<file path="src/hw/rtl/ncf_ram.sv">
// Generic single-port-write, single-read RAM with registered read.
// No dependencies.
`default_nettype none
module ncf_ram #(
  parameter int Width = 8,
  parameter int Depth = 16
) (
  input  wire                     clk,
  input  wire                     we,
  input  wire [$clog2(Depth)-1:0] waddr,
  input  wire [Width-1:0]         wdata,
  input  wire [$clog2(Depth)-1:0] raddr,
  output logic [Width-1:0]        rdata
);
  logic [Width-1:0] mem [Depth];

  // Write port and registered read port
  always_ff @(posedge clk) begin
    if (we) begin
      mem[waddr] <= wdata;
    end
    rdata <= mem[raddr];
  end
endmodule
`default_nettype wire

</file>
<file path="config.mk">
export PLATFORM = sky130hd
export DESIGN_NAME = ncf_ram
export DESIGN_NICKNAME = d
export VERILOG_FILES = /design/src/hw/rtl/ncf_ram.sv
export SDC_FILE = /design/constraint.sdc
export NUM_CORES = 1
export LEC_CHECK = 0
export BUFFER_PORTS_ARGS = -buffer_cell sky130_fd_sc_hd__buf_2
export CORE_UTILIZATION = 54
export CTS_CLUSTER_SIZE = 28
export DETAILED_ROUTE_END_ITERATION = 6
export PLACE_DENSITY = 0.74
export REMOVE_ABC_BUFFERS = 1
export SLEW_MARGIN = 25
export SYNTH_ARGS = -nofsm -noshare
export SYNTH_HDL_FRONTEND = slang
export SYNTH_SLANG_ARGS = --single-unit
</file>
<file path="constraint.sdc">
create_clock -name clk -period 1.5 [get_ports clk]
set_input_delay 0.075 -clock clk [delete_from_list [all_inputs] [get_ports clk]]
set_output_delay 0.075 -clock clk [all_outputs]
set_load 0.1 [all_outputs]
</file>
==> flow_summary.ini <==
[clock_tree]
cts-root-buf = clkbuf_8
cts_setup_buffers = 0
cts.sinks = 136
cts_buffers = 17
path_clk_slew_ps = 60
cts_htree_levels = 4
clk_path_buf_depth = 2
clk-insertion-delay-late_ps = 510
cts_tree = done

[route]
dr_total_vias = 2493
first_pass_iters = 4
viasPerCell = 5.74
drc = 0
drtIter0Drc = 172
ant_nets = 0
wl_um = 9850
wire_per_inst_um = 22.7

[place]
hpwlAfterDp_um = 5870
gp_congestion = 0.719
port_buffers = 25

[final_layout]
register_area_mm2 = 0.00400
final_core_util = 0.676
nNetsFinal = 310
nFillCells = 593
multiInputGateArea_mm2 = 0.00106
final_common_cell = edfxtp_1
syn2layout_area_growth_pct = 21.3
drive_gt1_frac = 0.315
diodes = 0
most-common-layout-cells = 128 x edfxtp_1, 25 x buf_2, 18 x mux4_2, 18 x buf_4, 16 x clkbuf_16

[worst_setup_path]
critPathCaptureType = flip-flop
reg2regPathDepth = 3
max_stage_delay_ps = 560
path_cells = mux4_1, a22oi_2, nand2_1
path_class = flip-flop to flip-flop
reg2reg_from = mem[2][0]$_DFFE_PP_
rrSetupSlack_ps = 60
path_delay_family = multiplexers
regToRegEndpoint = rdata[0]$_DFF_P_
cp_num_buf_inv = 0
crit_path_top_delay_cell = mux4_1
startpoint_type = flip-flop
required_ps = 1900
crit_arrival_ps = 1830
path_max_fanout = 1

[timing]
final-setup-viol-count = 0
clock_skew_ps = 5.48
report.final.slew_viol_count = 0
hold-worst-slack_ps = 124
relSlewSlack = 0.673
min_period_over_period = 0.958
rsz0062_at_grt = no
fmax_mhz = 696
finalHoldViolations = 0
period_minus_slack_ps = 1440
worstMarginPinSlew_ps = 495

[floorplanning]
die_x_um = 99.6
die_y_um = 99.6
num_rows = 35
ioPinCount = 26
initial_core_util = 0.557
die_area_mm2 = 0.00993
coreArea_mm2 = 0.00924

[synth]
synth-compound-area-share = 0.0233
synth_cells = 229
ys_seq_elements = 136
syn_avg_cell_area_um2 = 22.5
ys_types = 19
synth_top_family_by_area = multiplexers
async_flop_share = 0
synthMuxAreaShare = 0.150
yosysWarnings = 0
synthesis.area_mm2 = 0.00515
synth-xor-area-share = 0
synth-simple-area-share = 0.0318
synth_adder_area_share = 0
ys_seq_area_frac = 0.778
synthFlopType = edfxtp_1
synth_edf_count = 128

[grt]
overflow = 0
first_global_vias = 2703
antenna_found_initial = 0
grt_pass1_wl_um = 15500
grt_start_max_net_pins = 33
grt_usage = 0.229

[outcome]
outcome = complete, no violations

[hold_path]
whs_endpoint = mem[0][0]$_DFFE_PP_
whs_path_depth = 3
min-delay-start = waddr[0]
hold_path_class = input port to flip-flop

[pwr]
p_per_area_mw_per_mm2 = 1460
max-vdd-ir-drop_v = 0.00115
power.leakage_nw = 2.14

[run]
maxCapViolations = 0
==> layer usage <==
metal  share of wire  routed length, um  vias to the layer above  global-route usage
met5               0                  0                        -                   0
met4          0.0096                 95                        0              0.0882
met2            0.50               4930                       98               0.341
met3           0.073                721                        8              0.0766
li1                -                  -                     1104                   -
met1            0.42               4100                     1283               0.318
==> where the power goes <==
group | leakage [nW] | switching (mW) | internal, mW
logic | 0.629 | 0.402 | 0.193
clock network | 0.291 | 1.50 | 2.78
registers | 1.22 | 0.0285 | 4.25
==> timing repair <==
| item | in CTS | in global routing |
|---|---|---|
| hold buffers | 8 | 0 |
| setup endpoints to repair | 0 | 1 |
| hold endpoints to repair | 128 | 0 |
| resized for setup | 0 | 1 |
==> how the worst max path moves through the flow <==
stage                        startpoint                  end  slack, ps  cells after the start
floorplan                      waddr[2]  mem[0][0]$_DFFE_PP_        -70                      2
global placement               raddr[0]     rdata[0]$_DFF_P_        -20                      5
detailed placement             raddr[0]     rdata[0]$_DFF_P_        -50                      5
CTS                 mem[2][0]$_DFFE_PP_     rdata[0]$_DFF_P_         20                      3
global route        mem[1][0]$_DFFE_PP_     rdata[0]$_DFF_P_         20                      3
finish              mem[2][0]$_DFFE_PP_     rdata[0]$_DFF_P_         60                      3
==> sequential cells by signal (all words and copies together) (netlist names) <==
name   flops
mem      128
rdata      8
==> synth_stat cells, types with 2 or more instances <==
master / n / area share
mux4_2: 18 / 0.079
nor3_1: 4 / 0.0039
clkdlybuf4s25_2: 3 / 0.0058
nand3b_1: 2 / 0.0029
buf_2: 3 / 0.0029
nand2b_1: 2 / 0.0024
dfxtp_1: 8 / 0.031
nor2_1: 13 / 0.0095
mux4_1: 14 / 0.071
a22oi_1: 16 / 0.023
edfxtp_1: 128 / 0.75
buf_6: 3 / 0.0066
nand2_1: 9 / 0.0066
==> final cells by class <==
type / count / share of cell area
clock buffer: 20 / 0.0713
clock inverter: 12 / 0.0276
multi-input combinational: 83 / 0.170
sequential: 136 / 0.641
tap: 129 / 0.0258
timing repair buffer: 54 / 0.0641
==> worst reg2reg max path: stages, from the launching register on <==
cell      delay, ps
edfxtp_1        390
mux4_1          560
a22oi_2         290
nand2_1          90
==> cells by family after synthesis <==
kind of cell    Yosys count
simple gates             35
compound gates           16
buf+inv                  10
mux                      32
flops                   136
==> metrics by stage <==
step	total power [mW]	setup WS (ps)	instances	area [um2]	setup TNS [ps]
6_report	9.15	62.8	434	6250	0
5_1_grt	9.43	24.5	434	6250	0
4_1_cts	9.22	21.9	434	6240	0
3_5_place_dp	4.94	-52.1	394	5540	-52.1
3_3_place_gp	4.92	-21.7	394	5540	-21.7
2_1_floorplan	4.70	-67.9	219	5060	-543
Power figures use the tool's default switching activity.
