File: src/hw/rtl/ncf_pkg.sv
// Package for the negative cycle finder: sizes, constants, state encoding.
// No dependencies.
`default_nettype none
package ncf_pkg;
  localparam int MaxNodes  = 32;
  localparam int MaxEdges  = 256;
  localparam int NodeW     = 6;
  localparam int DistW     = 48;
  localparam int WeightW   = 32;
  localparam int EdgeAw    = $clog2(MaxEdges);
  localparam int EdgeCntW  = EdgeAw + 1;
  localparam int EdgeW     = 2 * NodeW + WeightW;
  localparam int NodeAw    = $clog2(MaxNodes + 1);
  localparam int PathAw    = $clog2(MaxNodes + 2);
  localparam int NodeMemD  = MaxNodes + 1;
  localparam int PathMemD  = MaxNodes + 1;
  localparam int DistEntW  = DistW + 1;

  localparam logic [DistW-1:0] DistMax = {1'b0, {(DistW-1){1'b1}}};
  localparam logic [DistW-1:0] DistMin = {1'b1, {(DistW-1){1'b0}}};

  localparam logic [0:0] RegNodeCount  = 1'b0;
  localparam logic [0:0] RegSourceNode = 1'b1;

  typedef enum logic [3:0] {
    ST_LOAD, ST_INIT, ST_RD_EDGE, ST_RD_DIST, ST_RELAX, ST_PASS_END,
    ST_WALK_RD, ST_WALK, ST_COL_RD, ST_COL, ST_EMIT_RD, ST_EMIT, ST_NONE
  } state_t;

  typedef struct packed {
    logic [NodeW-1:0]   from;
    logic [NodeW-1:0]   to;
    logic [WeightW-1:0] weight;
  } edge_t;

  // Saturating add of a distance and a sign-extended weight.
  function automatic logic [DistW-1:0] sat_add(input logic [DistW-1:0] d,
                                               input logic [WeightW-1:0] w);
    logic [DistW:0] s;
    begin
      s = {d[DistW-1], d} + {{(DistW-WeightW+1){w[WeightW-1]}}, w};
      if (s[DistW] != s[DistW-1]) begin
        sat_add = s[DistW] ? DistMin : DistMax;
      end else begin
        sat_add = s[DistW-1:0];
      end
    end
  endfunction
endpackage
`default_nettype wire

File: src/hw/rtl/ncf_cfg.sv
// APB-style configuration registers: node count and source node.
// Depends on ncf_pkg.
`default_nettype none
module ncf_cfg (
  input  wire                       clk,
  input  wire                       rst_n,
  input  wire                       psel,
  input  wire                       penable,
  input  wire                       pwrite,
  input  wire [2:0]                 paddr,
  input  wire [31:0]                pwdata,
  output logic [31:0]               prdata,
  output logic                      pready,
  output logic [ncf_pkg::NodeW-1:0] node_count,
  output logic [ncf_pkg::NodeW-1:0] source_node
);
  import ncf_pkg::*;
  logic [NodeW-1:0] count_r, source_r;
  logic             wr;

  assign pready = 1'b1;
  assign wr     = psel && penable && pwrite && (paddr[1:0] == 2'b00);

  // Write registers on the access cycle
  always_ff @(posedge clk) begin
    if (!rst_n) begin
      count_r  <= NodeW'(32);
      source_r <= NodeW'(1);
    end else if (wr && paddr[2] == RegNodeCount) begin
      count_r <= pwdata[NodeW-1:0];
    end else if (wr && paddr[2] == RegSourceNode) begin
      source_r <= pwdata[NodeW-1:0];
    end
  end

  // Read mux
  always_comb begin
    prdata = '0;
    if (paddr[1:0] == 2'b00) begin
      prdata[NodeW-1:0] = (paddr[2] == RegNodeCount) ? count_r : source_r;
    end
  end

  assign node_count  = count_r;
  assign source_node = source_r;
endmodule
`default_nettype wire

File: config.mk
export PLATFORM = sky130hd
export DESIGN_NAME = ncf_cfg
export DESIGN_NICKNAME = d
export VERILOG_FILES = /design/src/hw/rtl/ncf_pkg.sv /design/src/hw/rtl/ncf_cfg.sv
export SDC_FILE = /design/constraint.sdc
export NUM_CORES = 1
export LEC_CHECK = 0
export BUFFER_PORTS_ARGS = -buffer_cell sky130_fd_sc_hd__buf_2
export CAP_MARGIN = 25
export CORE_UTILIZATION = 37
export CTS_CLUSTER_SIZE = 14
export DETAILED_ROUTE_END_ITERATION = 8
export PLACE_DENSITY = 0.89
export SYNTH_ARGS = -nofsm -noshare
export SYNTH_HDL_FRONTEND = slang
export SYNTH_SLANG_ARGS = --single-unit
File: constraint.sdc
create_clock -name clk -period 2.1 [get_ports clk]
set_clock_uncertainty 0.2 [all_clocks]
set_input_delay 0.42 -clock clk [delete_from_list [all_inputs] [get_ports clk]]
set_output_delay 0.42 -clock clk [all_outputs]
set_load 0.05 [all_outputs]
==> impl_metrics.ini <==
[worst_setup_path]
crit_top_cell = buf_2
crit_path_top_delay_cell = or2_4
crit_arrival_ns = 1.23
worst_setup_path_end_kind = output pin
cpPeakStageDelay_ns = 0.31
required_ns = 1.48
path_max_fanout = 11
cp_num_buf_inv = 2
regToRegSetupSlack_ns = 1.10
r2r_start = node_count[5]
start_kind = input pin
crit_type = input pin to output pin
ff2ff_path_depth = 2
reg2reg_to = node_count[5]
crit_family = simple AND/OR/NAND/NOR gates
crit_chain = buf_2 > or2_4 > nor2_1 > buf_2

[drt]
ant_nets = 0
routedWlPerCell_microns = 10.5
wirelength_microns = 1580
wl_met2_microns = 792
via_per_inst = 4.26
remaining_drc_errors = 0
dr_wl_met3_microns = 126
via_count = 644
m1WireLength_microns = 637
drt_iter0_drc = 1
top_layer = met4
drt_first_pass_iters = 3

[clock_network]
cts_sinks = 12
tritoncts = built
ctsHoldBuffers = 0
clk_pin_slew_worst_paths_ns = 0.07
cts_buffers = 3
post_cts_buffers = 0
clk_path_buf_depth = 2
clockRootBuffer = clkbuf_4
worstSkewPairLatency_ns = 0.28
htreeDepth = 1
cts_resized = 0

[timing]
finalSetupViolCount = 0
max_freq_mhz = 542
setup_tns_ns = 0
grt_setup_unrepaired = no
period_minus_slack_ns = 1.85
hold_violations = 0
drv_slew = 0
holdWs_ns = 0.173
fin_crit_sh_pct = 87.9

[finish]
utilization_pct = 44.9
n_antenna_cell = 0
drive_gt1_share_pct = 31.5
fill_cells = 215
area_growth_syn_to_layout_pct = 10.4
nNetsFinal = 165

[power_and_ir_drop]
ir_drop_v = 0.000239
power_density_nw_per_um2 = 640
p_leak_nw = 0.469

[synth]
ys_ff_latch = 12
synth_area_leaders = dfxtp_1 (29%), buf_4 (25%), mux2i_1 (19%), nand2_1 (7.3%), nand4b_4 (2.9%)
ys.warnings.count = 0
synth_top_area_share_pct = 29.2
synth_area_sq_um = 822
synth_top_area_cell = dfxtp_1
synthCells = 95
yosysUniqueCellTypes = 20
avgSynthCellArea_sq_um = 8.65
seq_area_frac_synth_pct = 29.2

[hold_path]
hold_depth = 2
min_to = node_count[5]
hold_path.startpoint = pwdata[5]
hold_path_class = input pin to flop

[die]
coreArea_sq_um = 2020
ioPinCount = 85
die_area_sq_um = 2410
die_h_microns = 49.1
num_rows = 16
die_w_microns = 49.1
start_util_pct = 40.7

[global_route]
grt_pass1_wl_microns = 2380
track_usage_pct = 13.1
grt-ovfl-total = 0
antenna_found_initial = 0
grt_max_degree = 19
grt_pass1_vias = 555

[run]
drv_cap = 0

[placement]
gp_congestion = 0.687
post-dp-hpwl_microns = 1250
io_buffers = 31

[outcome]
status = complete, no violations
==> state kept, by name, summed over array words and instances, names as in the netlist <==
| name | flops |
|---|---|
| node_count | 6 |
| source_node | 6 |
==> layout make-up <==
type	count	area, sq um	area share, %
multi-input cells	75	434	47.9
inverters	2	7.51	0.828
clock buffers	4	36.3	4.00
flip-flops and latches	12	240	26.5
well taps	27	33.8	3.72
repair buffers	31	155	17.1
==> synth_stat cells <==
cell and instances:
buf_4 27, mux2i_1 16, nand2_1 16, dfxtp_1 12, nor2_1 6, buf_6 2
conb_1 2, inv_1 2, a211o_1 1, buf_1 1, buf_2 1, nand3b_1 1
nand4_1 1, nand4b_4 1, nor2_2 1, nor2_4 1, nor3_1 1, o21a_1 1
o21ai_0 1, or2_4 1
==> cells in the final DEF (no fill, tap or decap) <==
| cell | netlist | routed |
|---|---|---|
| or2_4 | 1 | 1 |
| o21ai_0 | 1 | 1 |
| nand4_1 | 1 | 1 |
| nor2_4 | 1 | 1 |
| a211o_1 | 1 | 1 |
| nand3b_1 | 1 | 1 |
| dfxtp_1 | 12 | 12 |
| conb_1 | 2 | 27 |
| inv_1 | 2 | 2 |
| o21a_1 | 1 | 1 |
| nand4b_4 | 1 | 1 |
| mux2i_1 | 16 | 16 |
| nor3_1 | 1 | 1 |
| nor2_2 | 1 | 1 |
| buf_2 | 1 | 31 |
| clkbuf_8 | 0 | 1 |
| nand2_1 | 16 | 16 |
| clkbuf_4 | 0 | 3 |
| nor2_1 | 6 | 6 |
==> kinds of logic (layout without fill, tap and decap cells) <==
group                  after synthesis  count (layout)  synth area share (%)
buffers and inverters               33              37                  29.4
AND/OR/NAND/NOR                     29              29                  18.4
multiplexers                        16              16                  19.5
flip-flops                          12              12                  29.2
AO/OA/AOI/OAI                        3               3                  2.59
other                                2              27                 0.914
==> per-layer routing <==
layer  track usage [%]  up-vias
met5                 0        -
met4              5.88        0
met3              4.05        3
met2              23.5       35
met1              13.7      296
li1                  -      310
==> how the worst max path moves through the flow <==
stage	from	endpoint	slack (ns)	cells after the start
after floorplan	paddr[1]	prdata[0]	0.02	3
after global placement	paddr[1]	prdata[1]	0.28	4
after detailed placement	paddr[1]	prdata[2]	0.26	4
after CTS	paddr[1]	prdata[1]	0.25	4
after global routing	paddr[1]	prdata[1]	0.24	4
final	paddr[1]	prdata[2]	0.25	4
==> stage by stage <==
stage               power (mW)  instances  setup slack, ns  cell area (sq um)
floorplan                0.423        120           0.0188                916
detailed placement       0.401        147            0.256                871
CTS                      0.583        151            0.254                907
finish                   0.580        151            0.255                907
global route             0.603        151            0.237                907
global placement         0.399        147            0.278                871
==> power breakdown <==
group	internal, mW	switching (mW)	leakage, nW
combinational	0.0216	0.144	0.351
clock	0.106	0.0786	0.0210
sequential	0.229	0.00141	0.0968
total	0.356	0.224	0.469
(Power assumes the default switching activity.)
